===== config.mk =====
export PLATFORM = sky130hd
export DESIGN_NAME = permutation_cycle_crossover_core
export DESIGN_NICKNAME = d
export VERILOG_FILES = /design/src/rtl/core/pcx_pkg.sv /design/src/rtl/core/pcx_ram.sv /design/src/rtl/core/permutation_cycle_crossover_core.sv
export SDC_FILE = /design/constraint.sdc
export NUM_CORES = 1
export LEC_CHECK = 0
export BUFFER_PORTS_ARGS = -buffer_cell sky130_fd_sc_hd__buf_2
export CORE_UTILIZATION = 42
export CTS_CLUSTER_DIAMETER = 40
export CTS_CLUSTER_SIZE = 14
export DETAILED_ROUTE_END_ITERATION = 7
export PLACE_DENSITY = 0.67
export SLEW_MARGIN = 20
export SYNTH_ARGS = -nofsm -noshare
export SYNTH_HDL_FRONTEND = slang
export SYNTH_HIERARCHICAL = 1
export SYNTH_SLANG_ARGS = --single-unit

===== constraint.sdc =====
create_clock -name i_clk -period 10.8 [get_ports i_clk]
set_input_delay 2.16 -clock i_clk [delete_from_list [all_inputs] [get_ports i_clk]]
set_output_delay 2.16 -clock i_clk [all_outputs]
set_load 0.005 [all_outputs]

===== src/rtl/core/pcx_pkg.sv =====
`default_nettype none

package pcx_pkg;

    localparam int GENE_W         = 4;
    localparam int GENE_SPAN      = 16;
    localparam int TOUR_W         = 5;
    localparam int MAX_CITIES_DEF = 16;
    localparam logic [TOUR_W-1:0] TOUR_RESET = 5'd16;
    localparam int MIN_TOUR       = 2;

    typedef enum logic [4:0] {
        S_LOAD  = 5'b00001,
        S_BUILD = 5'b00010,
        S_WPOS  = 5'b00100,
        S_WDEC  = 5'b01000,
        S_EMIT  = 5'b10000
    } t_state;

endpackage

`default_nettype wire


===== src/rtl/core/pcx_ram.sv =====
`default_nettype none

module pcx_ram #(
    parameter int WIDTH = 4,
    parameter int DEPTH = 16
) (
    input  wire logic                                  i_clk,
    input  wire logic                                  i_we,
    input  wire logic [((DEPTH > 1) ? $clog2(DEPTH) : 1)-1:0] i_waddr,
    input  wire logic [WIDTH-1:0]                      i_wdata,
    input  wire logic                                  i_re,
    input  wire logic [((DEPTH > 1) ? $clog2(DEPTH) : 1)-1:0] i_raddr,
    output logic      [WIDTH-1:0]                      o_rdata
);

    logic [WIDTH-1:0] r_mem [DEPTH];

    always_ff @(posedge i_clk) begin
        if (i_we) begin
            r_mem[i_waddr] <= i_wdata;
        end
        // read data holds until the next read
        if (i_re) begin
            o_rdata <= r_mem[i_raddr];
        end
    end

endmodule

`default_nettype wire


===== src/rtl/core/permutation_cycle_crossover_core.sv =====
// Operation: tour_length (n) items load, one item per cycle; after the last item the
// gene-position table is built, then the cycle walk runs (ram read, then position
// read and decision) and the results are emitted.
// Throughput: n results on consecutive cycles; walk pace is set by the two dependent memory
// reads of each walk step; no new pair loads while busy. The receiver cannot stall results.
// Reset (synchronous, active low) returns to loading with tour_length 16; memories keep data.
`default_nettype none

module permutation_cycle_crossover_core #(
    parameter int MAX_CITIES = pcx_pkg::MAX_CITIES_DEF
) (
    input  wire logic                         i_clk,
    input  wire logic                         i_rst_n,
    input  wire logic                         start,
    output logic                              busy,
    input  wire logic [pcx_pkg::GENE_W-1:0]   i_gene_a,
    input  wire logic [pcx_pkg::GENE_W-1:0]   i_gene_b,
    input  wire logic                         i_cfg_valid,
    output logic                              o_cfg_ready,
    input  wire logic [pcx_pkg::TOUR_W-1:0]   i_cfg_tour_length,
    output logic                              o_result_strobe,
    output logic      [pcx_pkg::GENE_W-1:0]   o_child_a_gene,
    output logic      [pcx_pkg::GENE_W-1:0]   o_child_b_gene,
    output logic                              o_last_gene
);

    import pcx_pkg::*;

    localparam int CAP   = (MAX_CITIES < GENE_SPAN) ? MAX_CITIES : GENE_SPAN;
    localparam int POS_W = $clog2(CAP);
    localparam int LEN_W = $clog2(CAP + 1);
    localparam int VIS_W = 2 ** POS_W;
    localparam int AB_W  = 2 * GENE_W;

    t_state             r_state, n_state;
    logic [TOUR_W-1:0]  r_tour, n_tour;
    logic [LEN_W-1:0]   r_load, n_load;
    logic [LEN_W-1:0]   r_cnt, n_cnt;
    logic [LEN_W-1:0]   r_steps, n_steps;
    logic [POS_W-1:0]   r_walk, n_walk;
    logic [GENE_W-1:0]  r_start, n_start;
    logic               r_parity, n_parity;
    logic               r_new_cycle, n_new_cycle;
    logic               r_seen_start, n_seen_start;
    logic [CAP-1:0]     r_visited, n_visited;
    logic               r_out_vld, n_out_vld;
    logic               r_out_last, n_out_last;

    logic [LEN_W-1:0]   len;
    logic [LEN_W-1:0]   len_m1;
    logic [LEN_W-1:0]   load_idx;
    logic [LEN_W-1:0]   cnt_m1;
    logic               cfg_wr;
    logic               item_acc;

    logic               ab_we, ab_re;
    logic [POS_W-1:0]   ab_waddr, ab_raddr;
    logic [AB_W-1:0]    ab_wdata, ab_q;
    logic               pos_we, pos_re;
    logic [GENE_W-1:0]  pos_waddr, pos_raddr;
    logic [POS_W-1:0]   pos_wdata, pos_q;
    logic               tk_we, tk_re;
    logic [POS_W-1:0]   tk_waddr, tk_raddr;
    logic               tk_q;

    logic [GENE_W-1:0]  q_a, q_b;
    logic [GENE_W-1:0]  start_eff;
    logic [CAP-1:0]     vis_now;
    logic [VIS_W-1:0]   vis_ext;
    logic               close_cyc;
    logic               free_found;
    logic [POS_W-1:0]   free_pos;
    logic [POS_W-1:0]   walk_next;

    // clamp the programmed length to the built range
    always_comb begin
        if (r_tour < TOUR_W'(MIN_TOUR)) begin
            len = LEN_W'(MIN_TOUR);
        end else if (r_tour > TOUR_W'(CAP)) begin
            len = LEN_W'(CAP);
        end else begin
            len = r_tour[LEN_W-1:0];
        end
    end

    assign len_m1   = len - LEN_W'(1);
    assign cnt_m1   = r_cnt - LEN_W'(1);
    assign load_idx = (r_load >= len) ? '0 : r_load;

    assign busy        = (r_state != S_LOAD);
    // hold the length write off while an item transaction is offered
    assign o_cfg_ready = (r_state == S_LOAD) && !start;
    assign cfg_wr      = i_cfg_valid && o_cfg_ready;
    assign item_acc    = start && !busy;

    assign q_a = ab_q[AB_W-1:GENE_W];
    assign q_b = ab_q[GENE_W-1:0];
    assign start_eff = r_new_cycle ? q_a : r_start;

    // walk decision: close the cycle on start gene, out of range or visited target
    always_comb begin
        vis_now    = r_visited | (CAP'(1) << r_walk);
        vis_ext    = VIS_W'(vis_now);
        close_cyc  = r_seen_start || (LEN_W'(pos_q) >= len) || vis_ext[pos_q];
        free_found = 1'b0;
        free_pos   = '0;
        for (int i = 0; i < CAP; i++) begin
            if (!free_found && (LEN_W'(i) < len) && !vis_now[i]) begin
                free_found = 1'b1;
                free_pos   = POS_W'(i);
            end
        end
        walk_next = close_cyc ? free_pos : pos_q;
    end

    // memory ports
    always_comb begin
        ab_we     = item_acc;
        ab_waddr  = load_idx[POS_W-1:0];
        ab_wdata  = {i_gene_a, i_gene_b};
        ab_re     = 1'b0;
        ab_raddr  = '0;
        pos_we    = 1'b0;
        pos_waddr = q_a;
        pos_wdata = cnt_m1[POS_W-1:0];
        pos_re    = 1'b0;
        pos_raddr = q_b;
        tk_we     = 1'b0;
        tk_waddr  = r_walk;
        tk_re     = 1'b0;
        tk_raddr  = r_cnt[POS_W-1:0];
        case (r_state)
            S_BUILD: begin
                ab_re  = 1'b1;
                pos_we = (r_cnt != '0);
                if (r_cnt != len) begin
                    ab_raddr = r_cnt[POS_W-1:0];
                end
            end
            S_WPOS: begin
                pos_re = 1'b1;
            end
            S_WDEC: begin
                tk_we    = 1'b1;
                ab_re    = 1'b1;
                ab_raddr = walk_next;
            end
            S_EMIT: begin
                ab_re    = 1'b1;
                ab_raddr = r_cnt[POS_W-1:0];
                tk_re    = 1'b1;
            end
            default: begin
            end
        endcase
    end

    always_comb begin
        n_state      = r_state;
        n_tour       = r_tour;
        n_load       = r_load;
        n_cnt        = r_cnt;
        n_steps      = r_steps;
        n_walk       = r_walk;
        n_start      = r_start;
        n_parity     = r_parity;
        n_new_cycle  = r_new_cycle;
        n_seen_start = r_seen_start;
        n_visited    = r_visited;
        n_out_vld    = 1'b0;
        n_out_last   = 1'b0;
        case (r_state)
            S_LOAD: begin
                if (item_acc) begin
                    if (load_idx == len_m1) begin
                        n_load    = '0;
                        n_cnt     = '0;
                        n_visited = '0;
                        n_state   = S_BUILD;
                    end else begin
                        n_load = load_idx + LEN_W'(1);
                    end
                end
                if (cfg_wr) begin
                    n_tour = i_cfg_tour_length;
                    n_load = '0;
                end
            end
            S_BUILD: begin
                if (r_cnt == len) begin
                    n_walk      = '0;
                    n_parity    = 1'b0;
                    n_new_cycle = 1'b1;
                    n_steps     = '0;
                    n_state     = S_WPOS;
                end else begin
                    n_cnt = r_cnt + LEN_W'(1);
                end
            end
            S_WPOS: begin
                n_start      = start_eff;
                n_seen_start = (q_b == start_eff);
                n_state      = S_WDEC;
            end
            S_WDEC: begin
                n_visited   = vis_now;
                n_walk      = walk_next;
                n_new_cycle = close_cyc;
                if (close_cyc) begin
                    n_parity = !r_parity;
                end
                if (r_steps == len_m1) begin
                    n_cnt   = '0;
                    n_state = S_EMIT;
                end else begin
                    n_steps = r_steps + LEN_W'(1);
                    n_state = S_WPOS;
                end
            end
            S_EMIT: begin
                n_out_vld  = 1'b1;
                n_out_last = (r_cnt == len_m1);
                if (r_cnt == len_m1) begin
                    n_state = S_LOAD;
                end else begin
                    n_cnt = r_cnt + LEN_W'(1);
                end
            end
            default: begin
                n_state = S_LOAD;
            end
        endcase
    end

    always_ff @(posedge i_clk) begin
        if (!i_rst_n) begin
            r_state      <= S_LOAD;
            r_tour       <= TOUR_RESET;
            r_load       <= '0;
            r_cnt        <= '0;
            r_steps      <= '0;
            r_walk       <= '0;
            r_start      <= '0;
            r_parity     <= 1'b0;
            r_new_cycle  <= 1'b0;
            r_seen_start <= 1'b0;
            r_visited    <= '0;
            r_out_vld    <= 1'b0;
            r_out_last   <= 1'b0;
        end else begin
            r_state      <= n_state;
            r_tour       <= n_tour;
            r_load       <= n_load;
            r_cnt        <= n_cnt;
            r_steps      <= n_steps;
            r_walk       <= n_walk;
            r_start      <= n_start;
            r_parity     <= n_parity;
            r_new_cycle  <= n_new_cycle;
            r_seen_start <= n_seen_start;
            r_visited    <= n_visited;
            r_out_vld    <= n_out_vld;
            r_out_last   <= n_out_last;
        end
    end

    pcx_ram #(
        .WIDTH (AB_W),
        .DEPTH (CAP)
    ) u_parent_ram (
        .i_clk   (i_clk),
        .i_we    (ab_we),
        .i_waddr (ab_waddr),
        .i_wdata (ab_wdata),
        .i_re    (ab_re),
        .i_raddr (ab_raddr),
        .o_rdata (ab_q)
    );

    pcx_ram #(
        .WIDTH (POS_W),
        .DEPTH (GENE_SPAN)
    ) u_pos_ram (
        .i_clk   (i_clk),
        .i_we    (pos_we),
        .i_waddr (pos_waddr),
        .i_wdata (pos_wdata),
        .i_re    (pos_re),
        .i_raddr (pos_raddr),
        .o_rdata (pos_q)
    );

    pcx_ram #(
        .WIDTH (1),
        .DEPTH (CAP)
    ) u_take_ram (
        .i_clk   (i_clk),
        .i_we    (tk_we),
        .i_waddr (tk_waddr),
        .i_wdata (r_parity),
        .i_re    (tk_re),
        .i_raddr (tk_raddr),
        .o_rdata (tk_q)
    );

    assign o_result_strobe = r_out_vld;
    assign o_last_gene     = r_out_last;
    assign o_child_a_gene  = tk_q ? q_b : q_a;
    assign o_child_b_gene  = tk_q ? q_a : q_b;

    a_strobe_from_emit: assert property (@(posedge i_clk) disable iff (!i_rst_n)
        o_result_strobe |-> $past(r_state == S_EMIT))
        else $error("result strobe without a preceding emit cycle");

    a_last_has_strobe: assert property (@(posedge i_clk) disable iff (!i_rst_n)
        o_last_gene |-> o_result_strobe)
        else $error("last mark without a result transaction");

    a_idle_after_last: assert property (@(posedge i_clk) disable iff (!i_rst_n)
        ($past(i_rst_n) && $fell(busy)) |-> (o_result_strobe && o_last_gene))
        else $error("block went idle before the final result");

    a_walk_bounded: assert property (@(posedge i_clk) disable iff (!i_rst_n)
        (r_state == S_WDEC) |-> (r_steps < len))
        else $error("walk ran past the tour length");

endmodule

`default_nettype wire

-- Word level (Yosys, flattened, before mapping)
Memories as Yosys holds them, arrays and structs flattened. A register that Yosys moved wholly into a read port is not among the register bits.
Cells that the tools add are included.
- flip-flop bits (word level): 54
- latch bits: 0
- bits in writable memories: 208
- bits in read-only memories: 0
- input port bits: 17
- output and inout bits: 12
- word-level logic and storage cells: 230
- memories: 3
- memory list (memory ; words ; bits a word ; rd ports ; clocked after Yosys merged registers in ; write ports ; line ; RTL):
    u_parent_ram.r_mem ; 16 ; 8 ; 1 ; 1 ; 1 ; pcx_ram.sv:16 ; logic [WIDTH-1:0] r_mem [DEPTH];
    u_pos_ram.r_mem ; 16 ; 4 ; 1 ; 1 ; 1 ; pcx_ram.sv:16 ;
    u_take_ram.r_mem ; 16 ; 1 ; 1 ; 1 ; 1 ; pcx_ram.sv:16 ;
- add/subtract/negate cells: 5
- multipliers: 0
- div/mod/pow operators: 0
- order comparisons: 21
- equal/unequal tests: 21
- shift operators: 1
- multiplexer cells: 80
- bitwise gates (word level): 1
- reductions and logical operators: 85
- operator list (operator ; number):
    $mux 5 ; 18
    $mux 4 ; 20
    $lt 4x5->1 const A ; 8
    $logic_and 1x1->1 ; 34
    $logic_not 1->1 ; 34
    $mux 16 ; 2
    $pmux 16 s2 ; 1
    $mux 1 ; 31
    $pmux 5 s5 ; 1
    $eq 5x5->1 ; 4
    $lt 3x5->1 const A ; 4
    $pmux 5 s4 ; 1
    $ne 2x2->1 const B ; 8
    $or 16x16->16 ; 1
    $shl 1x4->16 const A ; 1
    $add 5x1->5 const B ; 3
    $pmux 4 s3 ; 1
    $lt 1x5->1 const A ; 2
    $lt 2x5->1 const A ; 2
    $pmux 5 s2 ; 1
    $reduce_and 3->1 ; 3
    $pmux 4 s2 ; 1
    $reduce_and 2->1 ; 4
    $reduce_and 6->1 ; 1
    other kinds (24) ; 28

-- Longest topological paths before layout
- depth after elaboration: 68
- mapped depth: 17
- depth with buffers taken out: 14

-- By module
The synthesis kept the hierarchy.
- modules (own cells, without submodules) (module ; instances ; cells each ; area an instance (um^2) ; sequential area each (um^2)):
    pcx_ram at u_parent_ram ; 1 ; 229 ; 5227.5 ; 4083.9
    permutation_cycle_crossover_core ; 1 ; 505 ; 3975.1 ; 1081.0
    pcx_ram at u_pos_ram ; 1 ; 130 ; 2706.3 ; 2042.0
    pcx_ram at u_take_ram ; 1 ; 47 ; 755.7 ; 510.5

-- Worst setup path after synthesis
Ideal clock, no wire load.
- path type: input port to output port
- start: in start
- end: out o_cfg_ready
- data arrival time: 2450 ps
- required time: 8640 ps
- setup slack: 6190 ps
- stages on the path: 1
- path buffers: 0
- cells stage by stage: nor2_1
- longest elaborated chain between the ends: 2
- RTL lines (what ; line ; RTL):
    start, declared ; permutation_cycle_crossover_core.sv:14 ; input wire logic start,
    $logic_not 1->1 ; permutation_cycle_crossover_core.sv:92 ; assign o_cfg_ready = (r_state == S_LOAD) && !start;
    $logic_and 1x1->1 ; permutation_cycle_crossover_core.sv:92 ;
    end, declared ; permutation_cycle_crossover_core.sv:19 ; output logic o_cfg_ready,
No other way between the ends.

-- Worst setup path in the final report
Same ends and word-level chain as after synthesis.

==> results.sh <==
export IMPL_layout_commonest_cell="edfxtp_1"
export IMPL_wl_per_cell_um=19.8
export IMPL_nNetsFinal=971
export IMPL_via_count_of_the_first_global_routing_pass=7530
export IMPL_r2r_start="r_tour[3]$_SDFFE_PN0P_"
export IMPL_post_layout_nonfiller_instances=1351
export IMPL_layout_drive_gt1_share_pct=14.3
export IMPL_clock_tree_sinks=275
export IMPL_crit_buf_inv=2
export IMPL_predominant_post_synthesis_flop_cell="edfxtp_1"
export IMPL_cp_cell_sequence="buf_2 -> nor2_1 -> buf_2"
export IMPL_initial_core_util_pct=42.7
export IMPL_final_max_slew_violation_count=0
export IMPL_placed_wire_length_estimate_after_detailed_placement_um=17500
export IMPL_seq_area_frac_synth_pct=60.9
export IMPL_setup_viol_count_final=0
export IMPL_placementRows=63
export IMPL_initialDrtViolationCount=563
export IMPL_cts_root_buffer_cell="clkbuf_16"
export IMPL_rsz0062_at_grt="no"
export IMPL_cts_repair_resized=0
export IMPL_r2r_setup_slack_ns=5.91
export IMPL_postCtsSetupRepairBufs=0
export IMPL_finalHoldViolCount=0
export IMPL_timing_reg2reg_worst_path_depth=14
export IMPL_run_status="complete, no violations"
export IMPL_grt_pass1_wl_um=41900
export IMPL_place_inst=1292
export IMPL_fin_crit_ns=4.94
export IMPL_global_route_overflow_total=0
export IMPL_post_synth_top_area_fraction_pct=52.4
export IMPL_avgSynthCellArea_um2=13.9
export IMPL_fin_clk_skew_ns=0.0338
export IMPL_critical_path_arrival_ns=2.78
export IMPL_routed_via_count=7684
export IMPL_grt_start_max_net_pins=55
export IMPL_criticalPathCategory="input port to primary output"
export IMPL_clock_path_buffers=3
export IMPL_synth_cells=911
export IMPL_async_reset_ff_share_pct=0
export IMPL_die_h_um=176
export IMPL_totalNegativeSetupSlack_ns=0
export IMPL_synth_area_leaders="edfxtp_1, dfxtp_1, mux4_1, mux4_2, nor2_1"
export IMPL_cts_made_buffers=34
export IMPL_timing_critical_path_to_type="primary output"
export IMPL_port_buffers=28
export IMPL_grt_util_all_layers_pct=17.7
export IMPL_power_density_mw_per_mm2=164
export IMPL_synthesis_nets=944
export IMPL_total_wire_length_after_detailed_routing_um=26800
export IMPL_worst_slew_pin_slew_ns=0.960
export IMPL_area_growth_synth_to_final_pct=12.4
export IMPL_maximum_operating_frequency_ghz=0.202
export IMPL_clk_pin_slew_worst_paths_ns=0.05
export IMPL_gpl_final_weighted_congestion=0.902
export IMPL_p_total_mw=2.33
export IMPL_min_from="r_start[3]$_SDFFE_PN0P_"
export IMPL_synthDominantAreaCellType="edfxtp_1"
export IMPL_yosysUniqueCellTypes=81
export IMPL_first_pass_iters=5
export IMPL_avgViaCountPerCell=5.69
export IMPL_cts_tree="yes"
export IMPL_critPathSlowestCell="nor2_1"
export IMPL_min_delay_path_depth=2
export IMPL_startpoint_type="input port"
export IMPL_hold_crit_path_type="register to register"
export IMPL_final_min_period_over_clock_period_pct=45.7
export IMPL_synth_edf_count=221
export IMPL_fp_coreArea_mm2=0.0296
export IMPL_ffs_latches_synth=275
export IMPL_cts_hold_buf=0
export IMPL_h_tree_depth=2
export IMPL_timing_max_slew_rel_slack_pct=35.8
export IMPL_die_width_um=176
export IMPL_clock_network_latency_to_the_later_pin_of_the_worst_skew_pair_ns=0.52
export IMPL_worst_path_most_repeated_cell="buf_2"
export IMPL_antenna_left=0
export IMPL_yosys_warning_count=6
export IMPL_cp_top_delay_family="simple AND/OR/NAND/NOR gates"
export IMPL_maxCapViolations=0
export IMPL_max_vdd_drop_mv=0.146
export IMPL_most_common_layout_cells="edfxtp_1, nor2_1, nand2_1"
export IMPL_grt_antenna_before_repair=1
export IMPL_crit_path_max_incr_delay_ns=0.32
export IMPL_die_area_mm2=0.0309
export IMPL_num_antenna_cells=0
export IMPL_critical_path_peak_fanout=7
export IMPL_total_leakage_power_nw=4.64
export IMPL_crit_reg2reg_capture="u_parent_ram/o_rdata[2]$_DFFE_PP_"
export IMPL_syn_cell_area_mm2=0.0127
export IMPL_worst_ep_required_time_ns=8.64
export IMPL_min_delay_worst_endpoint="r_start[3]$_SDFFE_PN0P_"
export IMPL_detail_route_drc_violations=0
export IMPL_boundaryPins=29
-- cell families after synthesis --
| group | Yosys count | synth area share (%) |
|---|---|---|
| AO/OA/AOI/OAI | 153 | 8.25 |
| XOR/XNOR | 27 | 2.04 |
| adder cells (fa/ha/maj) | 16 | 1.58 |
| buffers and inverters | 61 | 2.43 |
| flip-flops | 275 | 60.9 |
| multiplexers | 80 | 12.7 |
| AND/OR/NAND/NOR | 299 | 12.1 |
-- worst max-delay path by stage --
stage,start,endpoint,cells after the start
after CTS,start,o_cfg_ready,3
after floorplan,start,o_cfg_ready,1
after global placement,start,o_cfg_ready,3
after global routing,r_tour[3]$_SDFFE_PN0P_,u_parent_ram/o_rdata[5]$_DFFE_PP_,13
after detailed placement,start,o_cfg_ready,3
final,start,o_cfg_ready,3
-- metal layers --
layer	track usage (%)	up-vias	part of all wire, %
met5	0	-	0.030
met4	7.03	2	2.8
met3	3.12	51	4.4
met2	29.4	188	49
met1	23.0	3815	43
li1	-	3628	-
-- synth_stat cells (5+ instances only) --
library cell and number:
a21oi_1 30, mux4_1 32, a22oi_1 25, edfxtp_1 221, nand3_1 39, o21ai_1 8
nor2_1 75, nand2b_1 14, o21a_1 5, mux4_2 22, nor4_1 8, a211oi_1 7
ha_1 16, nor2b_1 16, mux2i_1 18, mux2_2 8, and2_1 7, inv_1 16
nor3b_1 12, clkbuf_1 25, a21boi_0 11, o21ai_0 16, nor3_1 19, and3_1 5
nand2_1 68, dfxtp_1 54, buf_2 8, xnor2_1 15, nand3b_1 7, xor2_1 10
a31oi_1 8
-- worst min-delay path, delay by kind of cell, from the launching register on --
| family | cells | cell delay, ns |
|---|---|---|
| AOI/OAI and AO/OA | 1 | 0.06 |
| DFF | 1 | 0.31 |
| and+or+nand+nor | 1 | 0.05 |
-- area by class of cell --
| class | count | area (µm²) |
|---|---|---|
| timing repair buffer | 33 | 178 |
| fill | 2592 | 15400 |
| inverter | 19 | 71.3 |
| sequential | 275 | 7720 |
| clock inverter | 19 | 198 |
| tap | 390 | 488 |
| clock buffer | 40 | 895 |
| multi-input combinational | 575 | 4690 |
-- registers in the layout, summed over array words and instances (netlist names), 4 cells and up --
signal / flops
u_parent_ram/r_mem: 128
u_pos_ram/r_mem: 64
r_visited: 16
u_take_ram/r_mem: 16
u_parent_ram/o_rdata: 8
r_cnt: 5
r_load: 5
r_state: 5
r_steps: 5
r_tour: 5
r_start: 4
r_walk: 4
u_pos_ram/o_rdata: 4
-- through the flow --
stage	hold WS [ns]	worst slack (ns)	cell area, µm²	util (%)
5_1_grt	0.518	5.42	14200	48.0
4_1_cts	0.472	5.86	14200	47.9
3_5_place_dp	0.462	5.86	13100	44.3
2_1_floorplan	0.443	6.19	12700	-
3_3_place_gp	0.454	5.90	13100	44.3
6_report	0.474	5.86	14200	48.0
-- where the power goes --
part	internal, mW	switching (mW)
clock	0.652	0.438
combinational	0.0294	0.0529
sequential	1.15	0.00821
total	1.83	0.499
(Power assumes the default switching activity.)
